File: src/rtl/lsfb_pkg.sv
`default_nettype none
package lsfb_pkg;

    localparam int MAX_LEDS_DEF = 32;
    localparam int LED_COUNT_W  = 6;
    localparam int LED_IDX_W    = 5;
    localparam int CMD_W        = 3;
    localparam int LEVEL_W      = 8;
    localparam int BRI_W        = 5;
    localparam int COLOUR_W     = 3 * LEVEL_W;
    localparam int WORD_W       = 32;
    localparam int APB_ADDR_W   = 3;
    localparam int APB_DATA_W   = 32;

    // command codes
    localparam logic [CMD_W-1:0] CMD_SET_COLOUR = 3'd0;
    localparam logic [CMD_W-1:0] CMD_SET_SCALED = 3'd1;
    localparam logic [CMD_W-1:0] CMD_SET_BRI    = 3'd2;
    localparam logic [CMD_W-1:0] CMD_ALL_BRI    = 3'd3;
    localparam logic [CMD_W-1:0] CMD_ALL_COLOUR = 3'd4;
    localparam logic [CMD_W-1:0] CMD_REFRESH    = 3'd5;

    // register index (paddr[2])
    localparam logic REG_LED_COUNT = 1'b0;

    localparam logic [7:0]        LED_HDR    = 8'hE0;
    localparam logic [WORD_W-1:0] START_WORD = 32'h0000_0000;
    localparam logic [WORD_W-1:0] END_WORD   = 32'hFFFF_FFFF;

    typedef enum logic [2:0] {
        OP_NONE       = 3'd0,
        OP_SET_COLOUR = 3'd1,
        OP_SET_BRI    = 3'd2,
        OP_ALL_COLOUR = 3'd3,
        OP_ALL_BRI    = 3'd4
    } t_op;

    // colour packing: red 23:16, green 15:8, blue 7:0
    typedef struct packed {
        t_op                    op;
        logic [LED_COUNT_W-1:0] idx;
        logic [COLOUR_W-1:0]    colour;
        logic [BRI_W-1:0]       bri;
        logic                   emit;
    } t_job;

    function automatic logic [WORD_W-1:0] led_word(input logic [BRI_W-1:0] bri,
                                                   input logic [COLOUR_W-1:0] colour);
        logic [7:0] hdr;
        hdr = LED_HDR | {3'b000, bri};
        return {hdr, colour[7:0], colour[15:8], colour[23:16]};
    endfunction

endpackage
`default_nettype wire

File: src/rtl/lsfb_ram.sv
`default_nettype none
module lsfb_ram #(
    parameter int WIDTH = 8,
    parameter int DEPTH = 32,
    localparam int AW = (DEPTH > 1) ? $clog2(DEPTH) : 1
) (
    input  wire logic             i_clk,
    input  wire logic             i_we,
    input  wire logic [AW-1:0]    i_waddr,
    input  wire logic [WIDTH-1:0] i_wdata,
    input  wire logic             i_re,
    input  wire logic [AW-1:0]    i_raddr,
    output logic      [WIDTH-1:0] o_rdata
);
    logic [WIDTH-1:0] r_mem [DEPTH];

    always_ff @(posedge i_clk) begin
        if (i_we) begin
            r_mem[i_waddr] <= i_wdata;
        end
        if (i_re) begin
            o_rdata <= r_mem[i_raddr];
        end
    end

endmodule
`default_nettype wire

File: src/rtl/lsfb_front.sv
`default_nettype none
module lsfb_front (
    input  wire logic                             i_clk,
    input  wire logic                             i_rst_n,
    input  wire logic                             i_push,
    output logic                                  o_full,
    input  wire logic [lsfb_pkg::CMD_W-1:0]       i_command,
    input  wire logic [lsfb_pkg::LED_IDX_W-1:0]   i_led_index,
    input  wire logic [lsfb_pkg::LEVEL_W-1:0]     i_red_level,
    input  wire logic [lsfb_pkg::LEVEL_W-1:0]     i_green_level,
    input  wire logic [lsfb_pkg::LEVEL_W-1:0]     i_blue_level,
    input  wire logic [lsfb_pkg::LEVEL_W-1:0]     i_intensity,
    input  wire logic [lsfb_pkg::BRI_W-1:0]       i_brightness_level,
    input  wire logic                             i_emit_frame,
    input  wire logic [lsfb_pkg::LED_COUNT_W-1:0] i_led_count,
    output logic                                  o_job_valid,
    output lsfb_pkg::t_job                        o_job,
    input  wire logic                             i_job_pop
);
    localparam int LW = lsfb_pkg::LEVEL_W;

    lsfb_pkg::t_job r_q [2];
    logic           r_wp;
    logic           r_rp;
    logic [1:0]     r_cnt;

    lsfb_pkg::t_job job;
    logic           keep;
    logic           in_range;
    logic [2*LW-1:0] prod_r, prod_g, prod_b;
    logic           wr;
    logic           rd;

    assign in_range = {1'b0, i_led_index} < i_led_count;
    assign prod_r   = i_red_level   * i_intensity;
    assign prod_g   = i_green_level * i_intensity;
    assign prod_b   = i_blue_level  * i_intensity;

    // decode command into a job for the back end
    always_comb begin
        job.op     = lsfb_pkg::OP_NONE;
        job.idx    = {1'b0, i_led_index};
        job.colour = {i_red_level, i_green_level, i_blue_level};
        job.bri    = i_brightness_level;
        job.emit   = i_emit_frame;
        keep       = 1'b1;
        case (i_command)
            lsfb_pkg::CMD_SET_COLOUR: begin
                if (in_range) job.op = lsfb_pkg::OP_SET_COLOUR;
            end
            lsfb_pkg::CMD_SET_SCALED: begin
                if (in_range) job.op = lsfb_pkg::OP_SET_COLOUR;
                job.colour = {prod_r[2*LW-1:LW], prod_g[2*LW-1:LW], prod_b[2*LW-1:LW]};
            end
            lsfb_pkg::CMD_SET_BRI: begin
                if (in_range) job.op = lsfb_pkg::OP_SET_BRI;
            end
            lsfb_pkg::CMD_ALL_BRI:    job.op = lsfb_pkg::OP_ALL_BRI;
            lsfb_pkg::CMD_ALL_COLOUR: job.op = lsfb_pkg::OP_ALL_COLOUR;
            lsfb_pkg::CMD_REFRESH:    job.emit = 1'b1;
            default:                  keep = 1'b0;
        endcase
        // nothing to update and nothing to send: drop
        if (job.op == lsfb_pkg::OP_NONE && !job.emit) keep = 1'b0;
    end

    assign o_full      = (r_cnt == 2'd2);
    assign o_job_valid = (r_cnt != 2'd0);
    assign o_job       = r_q[r_rp];
    assign wr          = i_push && !o_full && keep;
    assign rd          = i_job_pop && o_job_valid;

    always_ff @(posedge i_clk) begin
        if (!i_rst_n) begin
            r_wp  <= 1'b0;
            r_rp  <= 1'b0;
            r_cnt <= 2'd0;
        end else begin
            if (wr) r_wp <= ~r_wp;
            if (rd) r_rp <= ~r_rp;
            r_cnt <= r_cnt + {1'b0, wr} - {1'b0, rd};
        end
    end

    always_ff @(posedge i_clk) begin
        if (wr) begin
            r_q[r_wp] <= job;
        end
    end

endmodule
`default_nettype wire

File: src/rtl/lsfb_back.sv
`default_nettype none
module lsfb_back #(
    parameter int MAX_LEDS = lsfb_pkg::MAX_LEDS_DEF
) (
    input  wire logic                             i_clk,
    input  wire logic                             i_rst_n,
    input  wire logic [lsfb_pkg::LED_COUNT_W-1:0] i_led_count,
    input  wire logic                             i_job_valid,
    input  wire lsfb_pkg::t_job                   i_job,
    output logic                                  o_job_pop,
    output logic                                  o_empty,
    input  wire logic                             i_pop,
    output logic [lsfb_pkg::WORD_W-1:0]           o_frame_word,
    output logic                                  o_last_word
);
    localparam int IW = (MAX_LEDS > 1) ? $clog2(MAX_LEDS) : 1;
    localparam int CW = lsfb_pkg::LED_COUNT_W;

    typedef enum logic [4:0] {
        S_IDLE  = 5'b00001,
        S_SWEEP = 5'b00010,
        S_START = 5'b00100,
        S_LED   = 5'b01000,
        S_END   = 5'b10000
    } t_state;

    t_state         r_state, n_state;
    lsfb_pkg::t_job r_job, n_job;
    logic [IW-1:0]  r_cnt, n_cnt;
    logic [MAX_LEDS-1:0] r_cval, r_bval;
    logic           r_rd_cv, r_rd_bv;

    // result buffer
    logic [lsfb_pkg::WORD_W-1:0] r_ob_word [2];
    logic                        r_ob_last [2];
    logic                        r_ob_wp, r_ob_rp;
    logic [1:0]                  r_ob_cnt;
    logic                        ob_full, ob_push, ob_pop, ob_last;
    logic [lsfb_pkg::WORD_W-1:0] ob_word;

    logic                          c_we, b_we, re;
    logic [IW-1:0]                 waddr, raddr;
    logic [lsfb_pkg::COLOUR_W-1:0] c_wdata, c_rdata, c_eff;
    logic [lsfb_pkg::BRI_W-1:0]    b_wdata, b_rdata, b_eff;
    logic [CW-1:0]                 last_idx;
    logic                          at_last;
    logic                          is_sweep;

    lsfb_ram #(.WIDTH(lsfb_pkg::COLOUR_W), .DEPTH(MAX_LEDS)) u_colour_ram (
        .i_clk   (i_clk),
        .i_we    (c_we),
        .i_waddr (waddr),
        .i_wdata (c_wdata),
        .i_re    (re),
        .i_raddr (raddr),
        .o_rdata (c_rdata)
    );

    lsfb_ram #(.WIDTH(lsfb_pkg::BRI_W), .DEPTH(MAX_LEDS)) u_bri_ram (
        .i_clk   (i_clk),
        .i_we    (b_we),
        .i_waddr (waddr),
        .i_wdata (b_wdata),
        .i_re    (re),
        .i_raddr (raddr),
        .o_rdata (b_rdata)
    );

    // never-written entries read as zero
    assign c_eff    = r_rd_cv ? c_rdata : '0;
    assign b_eff    = r_rd_bv ? b_rdata : '0;
    assign last_idx = i_led_count - CW'(1);
    assign at_last  = (CW'(r_cnt) == last_idx);
    assign ob_full  = (r_ob_cnt == 2'd2);
    assign is_sweep = (i_job.op == lsfb_pkg::OP_ALL_COLOUR) ||
                      (i_job.op == lsfb_pkg::OP_ALL_BRI);

    always_comb begin
        n_state   = r_state;
        n_job     = r_job;
        n_cnt     = r_cnt;
        o_job_pop = 1'b0;
        c_we      = 1'b0;
        b_we      = 1'b0;
        waddr     = r_cnt;
        c_wdata   = r_job.colour;
        b_wdata   = r_job.bri;
        re        = 1'b0;
        raddr     = '0;
        ob_push   = 1'b0;
        ob_word   = lsfb_pkg::START_WORD;
        ob_last   = 1'b0;
        case (r_state)
            S_IDLE: begin
                if (i_job_valid) begin
                    o_job_pop = 1'b1;
                    n_job     = i_job;
                    n_cnt     = '0;
                    waddr     = i_job.idx[IW-1:0];
                    c_wdata   = i_job.colour;
                    b_wdata   = i_job.bri;
                    c_we      = (i_job.op == lsfb_pkg::OP_SET_COLOUR);
                    b_we      = (i_job.op == lsfb_pkg::OP_SET_BRI);
                    if (is_sweep && i_led_count != '0) begin
                        n_state = S_SWEEP;
                    end else if (i_job.emit) begin
                        n_state = S_START;
                    end
                end
            end
            S_SWEEP: begin
                c_we = (r_job.op == lsfb_pkg::OP_ALL_COLOUR);
                b_we = (r_job.op == lsfb_pkg::OP_ALL_BRI);
                if (at_last) begin
                    n_state = r_job.emit ? S_START : S_IDLE;
                end else begin
                    n_cnt = r_cnt + IW'(1);
                end
            end
            S_START: begin
                if (!ob_full) begin
                    ob_push = 1'b1;
                    n_cnt   = '0;
                    if (i_led_count == '0) begin
                        n_state = S_END;
                    end else begin
                        re      = 1'b1;
                        n_state = S_LED;
                    end
                end
            end
            S_LED: begin
                if (!ob_full) begin
                    ob_push = 1'b1;
                    ob_word = lsfb_pkg::led_word(b_eff, c_eff);
                    if (at_last) begin
                        n_state = S_END;
                    end else begin
                        n_cnt = r_cnt + IW'(1);
                        re    = 1'b1;
                        raddr = r_cnt + IW'(1);
                    end
                end
            end
            S_END: begin
                if (!ob_full) begin
                    ob_push = 1'b1;
                    ob_word = lsfb_pkg::END_WORD;
                    ob_last = 1'b1;
                    n_state = S_IDLE;
                end
            end
            default: n_state = S_IDLE;
        endcase
    end

    assign ob_pop       = i_pop && !o_empty;
    assign o_empty      = (r_ob_cnt == 2'd0);
    assign o_frame_word = r_ob_word[r_ob_rp];
    assign o_last_word  = r_ob_last[r_ob_rp];

    always_ff @(posedge i_clk) begin
        if (!i_rst_n) begin
            r_state  <= S_IDLE;
            r_cnt    <= '0;
            r_cval   <= '0;
            r_bval   <= '0;
            r_rd_cv  <= 1'b0;
            r_rd_bv  <= 1'b0;
            r_ob_wp  <= 1'b0;
            r_ob_rp  <= 1'b0;
            r_ob_cnt <= 2'd0;
        end else begin
            r_state <= n_state;
            r_cnt   <= n_cnt;
            if (c_we) r_cval[waddr] <= 1'b1;
            if (b_we) r_bval[waddr] <= 1'b1;
            if (re) begin
                r_rd_cv <= r_cval[raddr];
                r_rd_bv <= r_bval[raddr];
            end
            if (ob_push) r_ob_wp <= ~r_ob_wp;
            if (ob_pop)  r_ob_rp <= ~r_ob_rp;
            r_ob_cnt <= r_ob_cnt + {1'b0, ob_push} - {1'b0, ob_pop};
        end
    end

    always_ff @(posedge i_clk) begin
        r_job <= n_job;
        if (ob_push) begin
            r_ob_word[r_ob_wp] <= ob_word;
            r_ob_last[r_ob_wp] <= ob_last;
        end
    end

endmodule
`default_nettype wire

File: src/rtl/led_string_frame_builder.sv
`default_nettype none
// Frame builder for a string of serial RGB LEDs. Commands come in
// through a push/full queue; each sets one LED's colour (plain or scaled by
// intensity as (c*i)>>8), one brightness, all brightnesses or all colours below
// led_count, or just refreshes. With emit_frame set, or on refresh, the block
// streams the frame out of a pop/empty queue: a zero start word, one word per
// LED {0xE0|brightness, blue, green, red}, then an all-ones end word flagged by
// last_word. Single-LED requests with an index at or above led_count change
// nothing; codes 6 and 7 are dropped. Structure: a front stage decodes a request
// and queues it (two deep); the back-end sequencer writes a single-LED update
// straight into the store, walks the store for a global update (one store
// entry written per cycle), and streams a frame at one word per cycle while
// the result queue has room, paced by the single read port of the LED store;
// a stalled result side holds the sequencer. led_count (APB address 0)
// saturates at MAX_LEDS and must only be written while the block is idle.
module led_string_frame_builder #(
    parameter int MAX_LEDS = lsfb_pkg::MAX_LEDS_DEF
) (
    input  wire logic                                i_clk,
    input  wire logic                                i_rst_n,
    // request queue
    input  wire logic                                push,
    output logic                                     full,
    input  wire logic [lsfb_pkg::CMD_W-1:0]          i_command,
    input  wire logic [lsfb_pkg::LED_IDX_W-1:0]      i_led_index,
    input  wire logic [lsfb_pkg::LEVEL_W-1:0]        i_red_level,
    input  wire logic [lsfb_pkg::LEVEL_W-1:0]        i_green_level,
    input  wire logic [lsfb_pkg::LEVEL_W-1:0]        i_blue_level,
    input  wire logic [lsfb_pkg::LEVEL_W-1:0]        i_intensity,
    input  wire logic [lsfb_pkg::BRI_W-1:0]          i_brightness_level,
    input  wire logic                                i_emit_frame,
    // result queue
    output logic                                     empty,
    input  wire logic                                pop,
    output logic [lsfb_pkg::WORD_W-1:0]              o_frame_word,
    output logic                                     o_last_word,
    // APB register port
    input  wire logic                                psel,
    input  wire logic                                penable,
    input  wire logic                                pwrite,
    input  wire logic [lsfb_pkg::APB_ADDR_W-1:0]     paddr,
    input  wire logic [lsfb_pkg::APB_DATA_W-1:0]     pwdata,
    output logic [lsfb_pkg::APB_DATA_W-1:0]          prdata,
    output logic                                     pready
);
    localparam int CW = lsfb_pkg::LED_COUNT_W;
    localparam logic [CW-1:0] MAX_CNT = CW'(MAX_LEDS);
    // reset count is 32, clipped to the store size
    localparam logic [CW-1:0] CNT_RST = CW'((MAX_LEDS < 32) ? MAX_LEDS : 32);

    logic [CW-1:0]  r_led_count, n_led_count;
    logic           cfg_wr;
    logic           job_valid;
    logic           job_pop;
    lsfb_pkg::t_job job;

    // ---- register port ----
    assign pready = 1'b1;
    assign cfg_wr = psel && penable && pwrite && (paddr[2] == lsfb_pkg::REG_LED_COUNT);
    assign n_led_count = (pwdata[CW-1:0] > MAX_CNT) ? MAX_CNT : pwdata[CW-1:0];
    assign prdata = (paddr[2] == lsfb_pkg::REG_LED_COUNT) ?
                    {{(lsfb_pkg::APB_DATA_W-CW){1'b0}}, r_led_count} : '0;

    always_ff @(posedge i_clk) begin
        if (!i_rst_n) begin
            r_led_count <= CNT_RST;
        end else if (cfg_wr) begin
            r_led_count <= n_led_count;
        end
    end

    // ---- front: decode and queue requests ----
    lsfb_front u_front (
        .i_clk              (i_clk),
        .i_rst_n            (i_rst_n),
        .i_push             (push),
        .o_full             (full),
        .i_command          (i_command),
        .i_led_index        (i_led_index),
        .i_red_level        (i_red_level),
        .i_green_level      (i_green_level),
        .i_blue_level       (i_blue_level),
        .i_intensity        (i_intensity),
        .i_brightness_level (i_brightness_level),
        .i_emit_frame       (i_emit_frame),
        .i_led_count        (r_led_count),
        .o_job_valid        (job_valid),
        .o_job              (job),
        .i_job_pop          (job_pop)
    );

    // ---- back: store updates and frame streaming ----
    lsfb_back #(.MAX_LEDS(MAX_LEDS)) u_back (
        .i_clk        (i_clk),
        .i_rst_n      (i_rst_n),
        .i_led_count  (r_led_count),
        .i_job_valid  (job_valid),
        .i_job        (job),
        .o_job_pop    (job_pop),
        .o_empty      (empty),
        .i_pop        (pop),
        .o_frame_word (o_frame_word),
        .o_last_word  (o_last_word)
    );

    // ---- assertions ----
    // the flagged word of a frame is always the end word
    a_last_is_end: assert property (@(posedge i_clk) disable iff (!i_rst_n)
        (!empty && o_last_word) |-> (o_frame_word == lsfb_pkg::END_WORD))
        else $error("last word is not the end word");

    // unflagged non-start words carry the LED header bits
    a_led_hdr: assert property (@(posedge i_clk) disable iff (!i_rst_n)
        (!empty && !o_last_word && o_frame_word != lsfb_pkg::START_WORD) |->
        (o_frame_word[31:29] == 3'b111))
        else $error("LED word without header");

    // both queues come out of reset empty
    a_rst_empty: assert property (@(posedge i_clk)
        !i_rst_n |=> (empty && !full))
        else $error("queues not empty after reset");

    // led_count never exceeds the store size
    a_cnt_bound: assert property (@(posedge i_clk) disable iff (!i_rst_n)
        $past(cfg_wr) |-> (r_led_count <= MAX_CNT))
        else $error("led_count above store size");

endmodule
`default_nettype wire

File: config.mk
export PLATFORM = sky130hd
export DESIGN_NAME = led_string_frame_builder
export DESIGN_NICKNAME = d
export VERILOG_FILES = /design/src/rtl/lsfb_pkg.sv /design/src/rtl/lsfb_ram.sv /design/src/rtl/lsfb_front.sv /design/src/rtl/lsfb_back.sv /design/src/rtl/led_string_frame_builder.sv
export SDC_FILE = /design/constraint.sdc
export NUM_CORES = 2
export LEC_CHECK = 0
export BUFFER_PORTS_ARGS = -buffer_cell sky130_fd_sc_hd__clkbuf_2
export CORE_ASPECT_RATIO = 0.8
export CORE_MARGIN = 4
export CORE_UTILIZATION = 40
export DETAILED_ROUTE_END_ITERATION = 16
export SYNTH_ARGS = -nofsm -noshare
export SYNTH_HDL_FRONTEND = slang
export SYNTH_SLANG_ARGS = --single-unit
export TNS_END_PERCENT = 100
File: constraint.sdc
create_clock -name i_clk -period 7.7 [get_ports i_clk]
set_clock_uncertainty 0.1 [all_clocks]
set_input_delay 1.54 -clock i_clk [delete_from_list [all_inputs] [get_ports i_clk]]
set_output_delay 1.54 -clock i_clk [all_outputs]
set_load 0.005 [all_outputs]
==> qor.csv <==
metric,value,unit
grt_first_pass_wirelength,209600,µm
p_leak,21.11,nW
crit_required,8040,ps
critPathMaxStageDelay,510,ps
power_density,283.6,mW/mm²
num_vias,33070,
antenna_found_initial,7,
avgSynthCellArea,13.51,µm²
gp_congestion,0.8130,
path_buf_inv,3,
synth-edff-count,1128,
path_cells,"clkbuf_2, and2_1, fa_1, fa_1, fa_1, inv_1, fa_1, inv_1, ha_1, and3_1, a31oi_1, a21oi_1, a41o_1, nor2_1, xor2_1, o21ai_0",
start_util,0.4021,
drc,0,
vias_per_cell,5.499,
placed_area,0.05727,mm²
clock_path_buffers,3,
synthFlopType,edfxtp_1,
drv_slew,0,
die_y,338.7,µm
outcome,"finished, final reports clean",
path_class,in -> reg,
syn-instance-count,4047,
cts_buffers,116,
grt_max_degree,126,
drv_cap,0,
worstMarginPinSlew,1202,ps
ios,156,
layout_commonest_cell,edfxtp_1,
setup_viol,0,
dr.pass1.iters,5,
fin_crit,5677,ps
end_kind,flop,
cpMostUsedCell,fa_1,
cts_tree,done,
critPathLaunchType,primary input,
timing.fmax,176.1,MHz
coreArea,0.1360,mm²
worstPathMaxFanout,24,
crit_family,adder cells,
cts.sinks,1220,
postRouteAntennaNets,0,
final_nets,4433,
overflow,0,
fp.dieW,421.3,µm
synth_warnings,0,
avgRoutedWirePerCell,23.56,µm
yosysUniqueCellTypes,86,
cts_resized,0,
rsz0062_at_grt,no,
setup_slack,2023,ps
portBuffers,100,
setup_tns,0,ps
cp.arrival,6010,ps
h-tree-depth,3,
cts_root_buf,clkbuf_16,
fin_area,0.06093,mm²
instances_no_fill,6013,
timing.final.crit_share,0.7373,
grt_use_total,0.1937,
drive_above_1_share,0.1404,
cts_hold_buffers,0,
clk_latency,720,ps
dp.cells,5795,
async_flop_share,0,
grt_pass1_vias,31840,
yosysSeqAreaShare,0.6533,
die_area,0.1427,mm²
fin_util,0.4482,
crit_slowest_cell,fa_1,
dp_hpwl,85150,µm
rows,121,
area_growth,11.46,%
slew_headroom,0.1969,
fillers,12120,
antenna_cells,0,
synth-seq-cells,1220,
mostFrequentLayoutCells,"edfxtp_1 (1128), nand2_1 (602), a21oi_1 (170)",
dp_slack,1295,ps
wirelength,141700,µm
clk_pin_slew,70,ps
drtIter0Drc,3446,
hold_viol,0,
hold_class,reg -> reg,
peakVddDrop,0.1987,mV
cts_setup_buffers,0,
synth_area,0.05467,mm²
## cell families (layout without fill, tap and decap cells)
family	count (synthesis)	count (layout)	share of synthesized area
XOR/XNOR	35	35	0.005607
buffers and inverters	400	558	0.03278
adder cells (fa/ha/maj)	215	215	0.06363
AO/OA/AOI/OAI	640	640	0.07890
multiplexers	306	306	0.06118
flip-flops	1220	1220	0.6533
AND/OR/NAND/NOR	1229	1229	0.1045
other	2	27	0.0001374
## sequential cells by signal, summed over array words and instances, names as in the netlist, named ones only
signal and count:
r_led_count 6, u_back.r_bval 32, u_back.r_cnt 5, u_back.r_cval 32
u_back.r_job 33, u_back.r_ob_cnt 2, u_back.r_ob_last 2, u_back.r_ob_rp 1
u_back.r_ob_word 60, u_back.r_ob_wp 1, u_back.r_rd_bv 1, u_back.r_rd_cv 1
u_back.r_state 5, u_back.u_bri_ram.o_rdata 5, u_back.u_bri_ram.r_mem 160, u_back.u_colour_ram.o_rdata 24
u_back.u_colour_ram.r_mem 768, u_front.r_cnt 2, u_front.r_q 76, u_front.r_rp 1
u_front.r_wp 1
## power by group
part	switching, mW	total, mW	internal (mW)
logic	2.31	3.15	0.846
clock network	2.47	5.50	3.03
registers	0.0736	8.62	8.55
## area by class of cell
| class | instances | area [µm²] | area share |
|---|---|---|---|
| Timing Repair Buffer | 184 | 1231 | 0.02021 |
| Multi-Input combinational cell | 2452 | 17500 | 0.2872 |
| Tap cell | 1783 | 2231 | 0.03661 |
| Sequential cell | 1220 | 35720 | 0.5862 |
| Clock buffer | 151 | 3167 | 0.05197 |
| Inverter | 156 | 585.6 | 0.009610 |
| Clock inverter | 67 | 495.5 | 0.008132 |
## per-stage QoR
step	total power [mW]	hold slack [ps]
2_1_floorplan	10.71	335.2
3_3_place_gp	11.81	341.7
3_5_place_dp	11.89	352.7
4_1_cts	17.36	366.4
5_1_grt	18.02	377.9
6_report	17.28	362.5
## cells in the mapped netlist, drive strengths merged (105+ instances only)
library cell,instances,share of area
nor2,157,0.011
nand2,602,0.041
fa,105,0.038
edfxtp,1128,0.62
buf,143,0.015
and2,164,0.019
inv,156,0.011
a21oi,170,0.016
mux2i,135,0.025
mux2,165,0.034
nand3,136,0.012
ha,110,0.025
## path summary, 6_finish.rpt
| path | start | end | slack (ps) | cells after the start |
|---|---|---|---|---|
| hold reg to reg | u_back.r_cval[26] | u_back.r_cval[26] | 360 | 1 |
| setup reg to reg | r_led_count[0] | u_back.u_colour_ram.o_rdata[2] | 2200 | 11 |
| setup / recovery | i_intensity[3] | u_front.r_q[1][28] | 2020 | 16 |
| hold / removal | u_back.r_cval[26] | u_back.r_cval[26] | 360 | 1 |
## routing by layer
| layer | global-route usage | routed length [µm] | up-vias |
|---|---|---|---|
| met2 | 0.2999 | 63860 | 1218 |
| met1 | 0.2836 | 63180 | 16660 |
| met3 | 0.03775 | 11730 | 202 |
| li1 | - | - | 14990 |
| met5 | 0 | 0 | - |
| met4 | 0.04341 | 2903 | 0 |
(Power assumes the default switching activity.)
